[config.mk]
export PLATFORM = sky130hd
export DESIGN_NAME = sorted_two_list_merge_unit_flat
export DESIGN_NICKNAME = d
export VERILOG_FILES = /design/src/design/stlm_pkg.sv /design/src/design/stlm_if.sv /design/src/design/stlm_ram.sv /design/src/design/sorted_two_list_merge_unit.sv /design/src/flat_wrapper.sv
export VERILOG_INCLUDE_DIRS = /design/src /design/src/design
export SDC_FILE = /design/constraint.sdc
export NUM_CORES = 2
export LEC_CHECK = 0
export BUFFER_PORTS_ARGS = -buffer_cell sky130_fd_sc_hd__buf_4
export CORE_MARGIN = 5
export CORE_UTILIZATION = 45
export CTS_BUF_LIST = sky130_fd_sc_hd__clkbuf_2
export CTS_CLUSTER_SIZE = 14
export DETAILED_ROUTE_END_ITERATION = 12
export SLEW_MARGIN = 20
export SYNTH_ARGS = -nofsm -noshare
export SYNTH_HDL_FRONTEND = slang
export SYNTH_SLANG_ARGS = --single-unit
[constraint.sdc]
create_clock -name clk -period 12.63 [get_ports clk]
set_input_delay 0.6315 -clock clk [delete_from_list [all_inputs] [get_ports clk]]
set_output_delay 0.6315 -clock clk [all_outputs]
set_load 0.1 [all_outputs]
[src/design/sorted_two_list_merge_unit_macros.svh]
// Assertion macros used by the merge unit source.
`ifndef SORTED_TWO_LIST_MERGE_UNIT_MACROS_SVH
`define SORTED_TWO_LIST_MERGE_UNIT_MACROS_SVH
`ifndef SYNTHESIS
`define STLM_ASSERT_NOW(label, clk, rst_n, ante, cons) \
  label: assert property (@(posedge clk) disable iff (!rst_n) (ante) |-> (cons)) \
    else $error("merge unit check failed");
`define STLM_ASSERT_NEXT(label, clk, rst_n, ante, cons) \
  label: assert property (@(posedge clk) disable iff (!rst_n) (ante) |=> (cons)) \
    else $error("merge unit check failed");
`else
`define STLM_ASSERT_NOW(label, clk, rst_n, ante, cons)
`define STLM_ASSERT_NEXT(label, clk, rst_n, ante, cons)
`endif
`endif

[src/design/stlm_pkg.sv]
package stlm_pkg;

  localparam int VALUE_W        = 32;
  localparam int CMD_W          = 2;
  localparam int LIST_DEPTH_DEF = 16;

  localparam logic [CMD_W-1:0] CMD_APPEND_FIRST  = 2'd0;
  localparam logic [CMD_W-1:0] CMD_APPEND_SECOND = 2'd1;
  localparam logic [CMD_W-1:0] CMD_MERGE         = 2'd2;

  typedef enum logic [1:0] {
    S_IDLE  = 2'b01,
    S_MERGE = 2'b10
  } state_t;

endpackage

[src/design/stlm_if.sv]
interface stlm_in_if;
  logic                                 valid;
  logic                                 ready;
  logic        [stlm_pkg::CMD_W-1:0]    command;
  logic signed [stlm_pkg::VALUE_W-1:0]  value;

  modport source (output valid, command, value, input ready);
  modport sink   (input valid, command, value, output ready);
endinterface

interface stlm_out_if;
  logic                                 valid;
  logic                                 ready;
  logic signed [stlm_pkg::VALUE_W-1:0]  merged_value;
  logic                                 from_second;
  logic                                 entry_valid;
  logic                                 last_result;
  logic                                 overflow_seen;

  modport source (output valid, merged_value, from_second, entry_valid, last_result,
                  overflow_seen, input ready);
  modport sink   (input valid, merged_value, from_second, entry_valid, last_result,
                  overflow_seen, output ready);
endinterface

[src/design/stlm_ram.sv]
module stlm_ram #(
  parameter  int WIDTH  = 32,
  parameter  int DEPTH  = 16,
  localparam int ADDR_W = (DEPTH > 1) ? $clog2(DEPTH) : 1
) (
  input  logic              clk,
  input  logic              we,
  input  logic [ADDR_W-1:0] waddr,
  input  logic [WIDTH-1:0]  wdata,
  input  logic [ADDR_W-1:0] raddr,
  output logic [WIDTH-1:0]  rdata
);

  logic [WIDTH-1:0] mem [DEPTH];
  logic [WIDTH-1:0] rdata_r;

  always_ff @(posedge clk) begin
    if (we) begin
      mem[waddr] <= wdata;
    end
    rdata_r <= mem[raddr];
  end

  assign rdata = rdata_r;

endmodule

[src/design/sorted_two_list_merge_unit.sv]
// Append items are taken while the block is idle; ready stays high after an append.
// A merge item first fetches the list heads through the registered RAM reads, then emits one result per
// cycle through a single signed comparator while the output register drains.
// If both lists are empty, the merge emits one result with entry_valid low and last_result set.
// Reset (rst_n low, synchronous) empties both lists, clears the overflow flag
// and the output valid flag; list contents are not cleared.
`include "sorted_two_list_merge_unit_macros.svh"

module sorted_two_list_merge_unit #(
  parameter int LIST_DEPTH = stlm_pkg::LIST_DEPTH_DEF
) (
  input  logic       clk,
  input  logic       rst_n,
  stlm_in_if.sink    in_ch,
  stlm_out_if.source out_ch
);

  localparam int AW = (LIST_DEPTH > 1) ? $clog2(LIST_DEPTH) : 1;
  localparam int CW = $clog2(LIST_DEPTH + 1);
  localparam int VW = stlm_pkg::VALUE_W;

  stlm_pkg::state_t state_r, state_nxt;

  logic [CW-1:0] fc_r, fc_nxt, sc_r, sc_nxt;
  logic [CW-1:0] a_r, a_nxt, b_r, b_nxt;
  logic          ovf_r, ovf_nxt;

  logic          we_a, we_b;
  logic signed [VW-1:0] rd_a, rd_b;

  logic          out_valid_r, out_valid_nxt;
  logic signed [VW-1:0] out_value_r;
  logic          out_second_r, out_entry_r, out_last_r, out_ovf_r;

  logic          accept, load, rem_a, rem_b, take_first, last_nxt;
  logic [CW-1:0] a_adv, b_adv;

  assign accept = in_ch.valid && in_ch.ready;
  assign in_ch.ready = (state_r == stlm_pkg::S_IDLE);
  assign load = (state_r == stlm_pkg::S_MERGE) && (!out_valid_r || out_ch.ready);

  assign rem_a = (a_r < fc_r);
  assign rem_b = (b_r < sc_r);
  assign take_first = rem_a && (!rem_b || (rd_a <= rd_b));
  assign a_adv = a_r + CW'(take_first);
  assign b_adv = b_r + CW'(rem_b && !take_first);
  assign last_nxt = (a_adv == fc_r) && (b_adv == sc_r);

  always_comb begin
    state_nxt = state_r;
    fc_nxt    = fc_r;
    sc_nxt    = sc_r;
    a_nxt     = a_r;
    b_nxt     = b_r;
    ovf_nxt   = ovf_r;
    we_a      = 1'b0;
    we_b      = 1'b0;
    unique case (state_r)
      stlm_pkg::S_IDLE: begin
        if (accept) begin
          case (in_ch.command)
            stlm_pkg::CMD_APPEND_FIRST: begin
              if (fc_r < CW'(LIST_DEPTH)) begin
                we_a   = 1'b1;
                fc_nxt = fc_r + CW'(1);
              end else begin
                ovf_nxt = 1'b1;
              end
            end
            stlm_pkg::CMD_APPEND_SECOND: begin
              if (sc_r < CW'(LIST_DEPTH)) begin
                we_b   = 1'b1;
                sc_nxt = sc_r + CW'(1);
              end else begin
                ovf_nxt = 1'b1;
              end
            end
            stlm_pkg::CMD_MERGE: begin
              a_nxt     = '0;
              b_nxt     = '0;
              state_nxt = stlm_pkg::S_MERGE;
            end
            default: begin
            end
          endcase
        end
      end
      stlm_pkg::S_MERGE: begin
        if (load) begin
          a_nxt = a_adv;
          b_nxt = b_adv;
          if (last_nxt) begin
            fc_nxt    = '0;
            sc_nxt    = '0;
            ovf_nxt   = 1'b0;
            state_nxt = stlm_pkg::S_IDLE;
          end
        end
      end
      default: begin
        state_nxt = stlm_pkg::S_IDLE;
      end
    endcase
  end

  stlm_ram #(.WIDTH(VW), .DEPTH(LIST_DEPTH)) u_first_ram (
    .clk   (clk),
    .we    (we_a),
    .waddr (fc_r[AW-1:0]),
    .wdata (in_ch.value),
    .raddr (a_nxt[AW-1:0]),
    .rdata (rd_a)
  );

  stlm_ram #(.WIDTH(VW), .DEPTH(LIST_DEPTH)) u_second_ram (
    .clk   (clk),
    .we    (we_b),
    .waddr (sc_r[AW-1:0]),
    .wdata (in_ch.value),
    .raddr (b_nxt[AW-1:0]),
    .rdata (rd_b)
  );

  always_comb begin
    if (load) begin
      out_valid_nxt = 1'b1;
    end else if (out_ch.ready) begin
      out_valid_nxt = 1'b0;
    end else begin
      out_valid_nxt = out_valid_r;
    end
  end

  always_ff @(posedge clk) begin
    if (!rst_n) begin
      state_r     <= stlm_pkg::S_IDLE;
      fc_r        <= '0;
      sc_r        <= '0;
      a_r         <= '0;
      b_r         <= '0;
      ovf_r       <= 1'b0;
      out_valid_r <= 1'b0;
    end else begin
      state_r     <= state_nxt;
      fc_r        <= fc_nxt;
      sc_r        <= sc_nxt;
      a_r         <= a_nxt;
      b_r         <= b_nxt;
      ovf_r       <= ovf_nxt;
      out_valid_r <= out_valid_nxt;
    end
  end

  always_ff @(posedge clk) begin
    if (load) begin
      out_ovf_r <= ovf_r;
      if (!rem_a && !rem_b) begin
        out_value_r  <= '0;
        out_second_r <= 1'b0;
        out_entry_r  <= 1'b0;
        out_last_r   <= 1'b1;
      end else begin
        out_value_r  <= take_first ? rd_a : rd_b;
        out_second_r <= !take_first;
        out_entry_r  <= 1'b1;
        out_last_r   <= last_nxt;
      end
    end
  end

  assign out_ch.valid         = out_valid_r;
  assign out_ch.merged_value  = out_value_r;
  assign out_ch.from_second   = out_second_r;
  assign out_ch.entry_valid   = out_entry_r;
  assign out_ch.last_result   = out_last_r;
  assign out_ch.overflow_seen = out_ovf_r;

  `STLM_ASSERT_NOW(a_ptr_in_range, clk, rst_n, state_r == stlm_pkg::S_MERGE, (a_r <= fc_r) && (b_r <= sc_r))
  `STLM_ASSERT_NOW(count_in_range, clk, rst_n, 1'b1, (fc_r <= CW'(LIST_DEPTH)) && (sc_r <= CW'(LIST_DEPTH)))
  `STLM_ASSERT_NEXT(clear_after_last, clk, rst_n, load && last_nxt, (state_r == stlm_pkg::S_IDLE) && (fc_r == '0) && (sc_r == '0) && !ovf_r)
  `STLM_ASSERT_NOW(empty_is_last, clk, rst_n, out_valid_r && !out_entry_r, out_last_r)

endmodule
[src/flat_wrapper.sv]
// flat-port wrapper written by rule: the top's interface ports become plain ports
module sorted_two_list_merge_unit_flat 
#(
  parameter int LIST_DEPTH = stlm_pkg::LIST_DEPTH_DEF
)
  (clk, rst_n, in_ch_valid, in_ch_command, in_ch_value, in_ch_ready, out_ch_valid, out_ch_merged_value, out_ch_from_second, out_ch_entry_valid, out_ch_last_result, out_ch_overflow_seen, out_ch_ready);
  stlm_in_if in_ch_i ();
  stlm_out_if out_ch_i ();
  input  logic clk;
  input  logic rst_n;
  input wire logic [$bits(in_ch_i.valid)-1:0] in_ch_valid;
  input wire logic [$bits(in_ch_i.command)-1:0] in_ch_command;
  input wire logic [$bits(in_ch_i.value)-1:0] in_ch_value;
  output wire logic [$bits(in_ch_i.ready)-1:0] in_ch_ready;
  output wire logic [$bits(out_ch_i.valid)-1:0] out_ch_valid;
  output wire logic [$bits(out_ch_i.merged_value)-1:0] out_ch_merged_value;
  output wire logic [$bits(out_ch_i.from_second)-1:0] out_ch_from_second;
  output wire logic [$bits(out_ch_i.entry_valid)-1:0] out_ch_entry_valid;
  output wire logic [$bits(out_ch_i.last_result)-1:0] out_ch_last_result;
  output wire logic [$bits(out_ch_i.overflow_seen)-1:0] out_ch_overflow_seen;
  input wire logic [$bits(out_ch_i.ready)-1:0] out_ch_ready;
  assign in_ch_i.valid = in_ch_valid;
  assign in_ch_i.command = in_ch_command;
  assign in_ch_i.value = in_ch_value;
  assign in_ch_ready = in_ch_i.ready;
  assign out_ch_valid = out_ch_i.valid;
  assign out_ch_merged_value = out_ch_i.merged_value;
  assign out_ch_from_second = out_ch_i.from_second;
  assign out_ch_entry_valid = out_ch_i.entry_valid;
  assign out_ch_last_result = out_ch_i.last_result;
  assign out_ch_overflow_seen = out_ch_i.overflow_seen;
  assign out_ch_i.ready = out_ch_ready;
  sorted_two_list_merge_unit #(.LIST_DEPTH(LIST_DEPTH)) u_core (.clk(clk), .rst_n(rst_n), .in_ch(in_ch_i), .out_ch(out_ch_i));
endmodule
# Word level (Yosys, flattened, before mapping)
# Memories as Yosys holds them, arrays and structs flattened. A register that Yosys moved wholly into a read port is not among the register bits.
# Index checks and enable logic that the tools add are counted.
[classes]
add_sub_neg = 4
magnitude_cmp = 5
n_eq_ne = 17
muxes = 46
n_reduce_logical = 20
[ops]
columns = ["op", "n"]
rows = [
  ["$mux 5", 14],
  ["$pmux 5 s2", 4],
  ["$le 32x32->1", 1],
  ["$mux 32", 1],
  ["$mux 1", 20],
  ["$ne 2x2->1 const B", 6],
  ["$reduce_and 6->1", 2],
  ["$add 5x1->5", 2],
  ["$add 5x1->5 const B", 2],
  ["$eq 5x5->1", 2],
  ["$lt 5x5->1", 2],
  ["$lt 5x5->1 const B", 2],
  ["$ne 3x3->1 const B", 3],
  ["$mux 2", 4],
  ["$reduce_and 4->1", 2],
  ["$reduce_and 7->1", 1],
  ["$logic_and 1x1->1", 6],
  ["$eq 2x1->1 const B", 2],
  ["$eq 2x2->1 const B", 2],
  ["$logic_not 1->1", 4],
  ["$ne 2x1->1 const B", 2],
  ["$pmux 1 s2", 2],
  ["$pmux 2 s2", 1],
  ["$reduce_bool 2->1", 2],
  ["other kinds (2)", 3],
]
[totals]
register_bits = 60
ram_bits = 1024
in_bits = 38
wordCells = 108
mem_count = 2
[mem_list]
columns = ["name", "depth", "word_bits", "read_ports", "rd_clocked_by_memory_dff", "write_ports", "line", "rtl"]
rows = [
  ["u_core.u_first_ram.mem", 16, 32, 1, 1, 1, "stlm_ram.sv:14", "logic [WIDTH-1:0] mem [DEPTH];"],
  ["u_core.u_second_ram.mem", 16, 32, 1, 1, 1, "stlm_ram.sv:14", ""],
]

# Logic depth before layout (Yosys ltp)
[depth]
ltp_word = 12
mapped_depth = 22

# Cells and area by module
# From an unflattened synthesis, not the netlist that was laid out.
[unflattened]
hier_cells = 2132
hier_area_um2 = 43915.9
[by_module_without_submodules]
columns = ["mod", "n_inst", "cells_per_inst", "area_each_um2", "seq_area_each_um2"]
rows = [
  ["stlm_ram", 2, 838, 19835.3, 16015.4],
  ["sorted_two_list_merge_unit", 1, 456, 4245.3, 1561.5],
]

# Least setup slack after synthesis
# OpenSTA, ideal clock, no wires.
[synth_path]
path_kind = "reg2reg"
from = "register u_core.state_r[1]"
to = "memory u_core.u_first_ram.mem[3][0] (enable)"
setup_ps = 461
arrival_ps = 4268
required_ps = 12169
path_slack_ps = 7901
path_stages_with_launch = 8
n_path_buf = 1
path_cell_list = "dfxtp_1 > inv_1 > ha_1 > clkbuf_1 > nand2_1 > nor3_1 > nand2_1 > nor3_1"
[synth_between]
elab_chain_len = 6
[synth_lines]
columns = ["item", "line", "rtl"]
rows = [
  ["start, declared", "sorted_two_list_merge_unit.sv:22", "stlm_pkg::state_t state_r, state_nxt;"],
  ["start signal, assigned", "sorted_two_list_merge_unit.sv:136", "state_r <= stlm_pkg::S_IDLE;"],
  ["start signal, assigned", "sorted_two_list_merge_unit.sv:144", "state_r <= state_nxt;"],
  ["$eq 2x1->1 (*)", "sorted_two_list_merge_unit.sv:39", "assign in_ch.ready = (state_r == stlm_pkg::S_IDLE);"],
  ["named net in_ch_ready", "flat_wrapper.sv:14", "output wire logic [$bits(in_ch_i.ready)-1:0] in_ch_ready;"],
  ["$logic_and 1x1->1", "sorted_two_list_merge_unit.sv:38", "assign accept = in_ch.valid && in_ch.ready;"],
  ["$mux 1", "sorted_two_list_merge_unit.sv:60", "if (accept) begin"],
  ["$mux 1 (*)", "sorted_two_list_merge_unit.sv:58", "unique case (state_r)"],
  ["$mux 1 (*)", "stlm_ram.sv:18", "if (we) begin"],
  ["$mux 1 (implied by the code) (*)", "stlm_ram.sv:19", "mem[waddr] <= wdata;"],
  ["end, declared", "stlm_ram.sv:14", ""],
]
# The timed path passes the listed nets; every way through them passes the cells marked *.

# Worst setup path in the final report
[layout_path]
from = "register u_core.sc_r[2]"
to = "register u_core.u_first_ram.rdata_r[10] (netlist: u_core.u_first_ram.rdata[10]), read port of u_core.u_first_ram.mem"
[layout_between]
elab_chain_len = 7
[layout_lines]
columns = ["item", "line", "rtl"]
rows = [
  ["start, declared", "sorted_two_list_merge_unit.sv:24", "logic [CW-1:0] fc_r, fc_nxt, sc_r, sc_nxt;"],
  ["start signal, assigned", "sorted_two_list_merge_unit.sv:146", "sc_r <= sc_nxt;"],
  ["$lt 5x5->1", "sorted_two_list_merge_unit.sv:43", "assign rem_b = (b_r < sc_r);"],
  ["$logic_not 1->1", "sorted_two_list_merge_unit.sv:44", "assign take_first = rem_a && (!rem_b || (rd_a <= rd_b));"],
  ["$logic_or 1x1->1", "sorted_two_list_merge_unit.sv:44", ""],
  ["$logic_and 1x1->1", "sorted_two_list_merge_unit.sv:44", ""],
  ["$add 5x1->5", "sorted_two_list_merge_unit.sv:45", "assign a_adv = a_r + CW'(take_first);"],
  ["$mux 5", "sorted_two_list_merge_unit.sv:89", "if (load) begin"],
  ["$pmux 5 s2", "sorted_two_list_merge_unit.sv:58", ""],
  ["end, declared", "stlm_ram.sv:15", "logic [WIDTH-1:0] rdata_r;"],
]
# Every way passes these cells. The select of a mux whose other input is x is not followed.
# A chain may end at the register's enable or synchronous reset.

==> results_dict.tcl <==
set metrics [dict create \
    outcome "finished clean" \
    antenna_found_initial 1 \
    finalClockSkew_ns 0.144 \
    first_iter_violations 2808 \
    grt_overflow 0 \
    nets 3573 \
    area_delta_synth_final_pct 12.3 \
    tns_ns 0 \
    rsz0062_at_grt "false" \
    clk_latency_ns 1.49 \
    grt.total_usage_pct 21.3 \
    yosys.cell_types.count 64 \
    slew_headroom_pct 24.0 \
    ir_drop_v 0.0000619 \
    synth_commonest_cells "1,060 x edfxtp_1, 517 x nand2_1, 317 x mux2i_1" \
    utilization_pct 51.0 \
    grt_first_pass_wirelength_um 177000 \
    synthFlopType "edfxtp_1" \
    ff2ff_setup_slack_ns 6.03 \
    cts_sinks 1148 \
    rows 117 \
    io_buffer_count 75 \
    gp_congestion 0.829 \
    wire_per_inst_um 23.8 \
    die_width_um 331 \
    min_from "in_ch_value[29]" \
    clk_path_buf_depth 4 \
    cts_setup_buffers 0 \
    synth_area_um2 46500 \
    fin_crit_sh_pct 52.3 \
    setup_ws_ns 6.03 \
    worst-setup-path-type "reg -> reg" \
    syn_inst 3127 \
    ctsHoldBuffers 97 \
    fmax_ghz 0.151 \
    p_int_w 0.00524 \
    endpoint_kind "flip-flop" \
    cts.repair.resized 0 \
    async_flop_share_pct 0 \
    avgSynthCellArea_um2 14.9 \
    tightest_slew_ns 1.14 \
    period_needed_ns 6.60 \
    clk_pin_slew_worst_paths_ns 0.12 \
    powerDensity_nw_per_um2 132 \
    wirelength_um 120000 \
    critPathMaxFanout 137 \
    r2r_end "u_core.u_first_ram.rdata[10]" \
    initial_utilization_pct 45.5 \
    cpMaxStageDelayCell "dfxtp_1" \
    p_sw_w 0.00162 \
    pwr-share-seq_pct 60.9 \
    cts_buffers 299 \
    drc 0 \
    io_pins 76 \
    dr.pass1.iters 6 \
    first_global_vias 28500 \
    ys_seq_elements 1148 \
    hold_depth 2 \
    final_area_um2 52200 \
    max_stage_delay_ns 0.66 \
    synth_area_leaders "edfxtp_1 69%, mux2i_1 6.8%, nand2_1 4.2%" \
    finalMaxSlewViolations 0 \
    crit_family "buffers and inverters" \
    synth_enable_flop_cells 1060 \
    synth_nets 3219 \
    finalHoldViolations 0 \
    p_leak_nw 19.6 \
    synth.most_common_cell "edfxtp_1" \
    tritoncts "built" \
    cp.arrival_ns 7.97 \
    placed_area_um2 48600 \
    root_buffer "clkbuf_2" \
    synth_sequential_area_ratio_pct 72.3 \
    min_delay_worst_endpoint "u_core.u_second_ram.mem[3][29]" \
    final_layout_size_suffix_gt1_share_pct 19.8 \
    finalSetupViolCount 0 \
    dpl_worst_slack_ns 5.71 \
    dieArea_um2 110000 \
    viasPerCell 5.58 \
    postRouteAntennaNets 0 \
    clkPwrFrac_pct 35.2 \
    path_cells "inv_1, ha_1, a21oi_1, o21ai_0, a31oi_4, buf_4, nand2b_1, a21oi_4, buf_4, nor2_1, ha_1, nor2b_1, mux2_4, a22oi_4, buf_12, buf_12, mux2i_1, mux2_2, a22oi_1, o221a_1" \
    power_w 0.00686 \
    max_cap_viol_count 0 \
    crit_buf_inv 5 \
    synth_warnings 0 \
    grt_max_degree 138 \
    via_count 28200 \
    synth_area_leader_cell "edfxtp_1" \
    die_h_um 331 \
    timing.rr.start "u_core.sc_r[2]" \
    core_um2 102000 \
    htree_num_levels 5 \
    cp-start-kind "flip-flop" \
    p_comb_share_pct 3.9 \
    synth_top_area_share_pct 68.5 \
    cp_data_required_time_ns 14.00 \
    dp_hpwl_um 61800 \
    r2r_cells 20 \
    p_sw_share_pct 23.6 \
    worstHoldPathType "in -> reg" \
]
==> layout by cell type (no fill, tap or decap), types with 5 or more instances in the layout <==
| cell | Yosys | routed |
|---|---|---|
| o21ai_0 | 59 | 58 |
| dfxtp_1 | 88 | 88 |
| a21oi_1 | 35 | 33 |
| nand4_1 | 9 | 9 |
| xnor2_1 | 11 | 11 |
| nor2b_1 | 14 | 14 |
| a211o_1 | 32 | 32 |
| nor2_1 | 76 | 50 |
| o21a_1 | 6 | 6 |
| nor3_2 | 0 | 8 |
| nor2_4 | 0 | 26 |
| mux2i_1 | 317 | 317 |
| and2_1 | 64 | 64 |
| inv_1 | 49 | 48 |
| nor4_1 | 6 | 6 |
| clkinv_2 | 0 | 11 |
| a21o_1 | 6 | 6 |
| clkinv_1 | 1 | 32 |
| edfxtp_1 | 1060 | 1060 |
| a221oi_1 | 32 | 32 |
| a22oi_1 | 35 | 34 |
| nand2b_1 | 6 | 5 |
| buf_4 | 18 | 131 |
| o21ai_1 | 36 | 35 |
| ha_1 | 54 | 54 |
| a21boi_0 | 34 | 34 |
| dlygate4sd3_1 | 0 | 97 |
| a211oi_1 | 64 | 64 |
| nand3_1 | 75 | 75 |
| nand2_1 | 517 | 514 |
| clkbuf_2 | 1 | 449 |
| and2_0 | 6 | 6 |
| a31oi_1 | 67 | 66 |
| mux2_2 | 65 | 65 |
| o22ai_1 | 32 | 32 |
| o221a_1 | 31 | 31 |
| inv_2 | 0 | 8 |
==> worst reg2reg max path: stages (launching register included) <==
cell	delay (ns)
dfxtp_1	0.66
inv_1	0.21
ha_1	0.33
a21oi_1	0.12
o21ai_0	0.15
a31oi_4	0.21
buf_4	0.43
nand2b_1	0.29
a21oi_4	0.19
buf_4	0.41
nor2_1	0.13
ha_1	0.33
nor2b_1	0.14
mux2_4	0.30
a22oi_4	0.16
buf_12	0.58
buf_12	0.73
mux2i_1	0.22
mux2_2	0.29
a22oi_1	0.32
o221a_1	0.31
==> worst max path at each step <==
stage	to	depth (start not counted)	from	slack, ns
finish	u_core.u_first_ram.rdata[10]	20	u_core.sc_r[2]	6.03
global route	u_core.u_second_ram.rdata[24]	20	u_core.sc_r[2]	5.63
CTS	u_core.u_second_ram.rdata[23]	20	u_core.sc_r[2]	5.60
detailed placement	u_core.u_second_ram.rdata[23]	20	u_core.sc_r[2]	5.71
global placement	u_core.u_second_ram.rdata[11]	20	u_core.sc_r[2]	5.94
floorplan	u_core.u_first_ram.mem[3][0]	7	u_core.state_r[1]	7.90
==> power groups by stage <==
stage          Clock [W]  Sequential (W)  Combinational, W
2_1_floorplan          0         0.00427          0.000105
3_5_place_dp           0         0.00427          0.000230
6_report         0.00242         0.00418          0.000266
4_1_cts          0.00249         0.00418          0.000265
3_3_place_gp           0         0.00427          0.000223
5_1_grt          0.00269         0.00418          0.000287
==> logic make-up after synthesis <==
logic type,count (synthesis),share of synthesized area [%]
muxes,384,8.46
DFF,1148,72.3
xor gates and xnor gates,15,0.283
AOI/OAI and AO/OA,497,7.61
buffers and inverters,230,2.51
and+or+nand+nor,799,7.36
adders and majority gates,54,1.45
==> stage by stage <==
stage                     instances  hold slack (ns)
after floorplan                3127            0.424
after global placement         4448            0.441
after detailed placement       4450            0.445
after CTS                      5048          0.00121
after global routing           5050           0.0681
final                          5051            0.177
==> layer usage <==
layer,track usage (%),vias up,share of wire (%)
li1,-,12700,-
met1,28.5,14200,43
met2,35.2,1120,48
met3,4.21,167,6.8
met4,7.23,0,2.4
met5,0,-,0
==> area by class of cell <==
type	instances	area, um^2
multi-input cells	1749	12100
fillers	8775	50000
clock inverters	52	288
inverters	50	188
clock buffers	449	2250
diodes	2	5.00
repair buffers	233	2060
well taps	1368	1710
flip-flops and latches	1148	33600
==> flip-flops by register name, indices dropped and copies added, names as in the netlist <==
register,flops
u_core.fc_r,5
u_core.u_second_ram.mem,512
u_core.out_ch.from_second,1
u_core.out_ch.merged_value,32
u_core.sc_r,5
u_core.state_r,2
u_core.u_first_ram.rdata,32
u_core.u_first_ram.mem,512
u_core.out_ch.overflow_seen,1
u_core.out_ch.entry_valid,1
u_core.b_r,5
u_core.out_ch.last_result,1
u_core.u_second_ram.rdata,32
u_core.a_r,5
u_core.ovf_r,1
u_core.out_ch.valid,1
No activity file was read; power rests on OpenSTA's default activity.
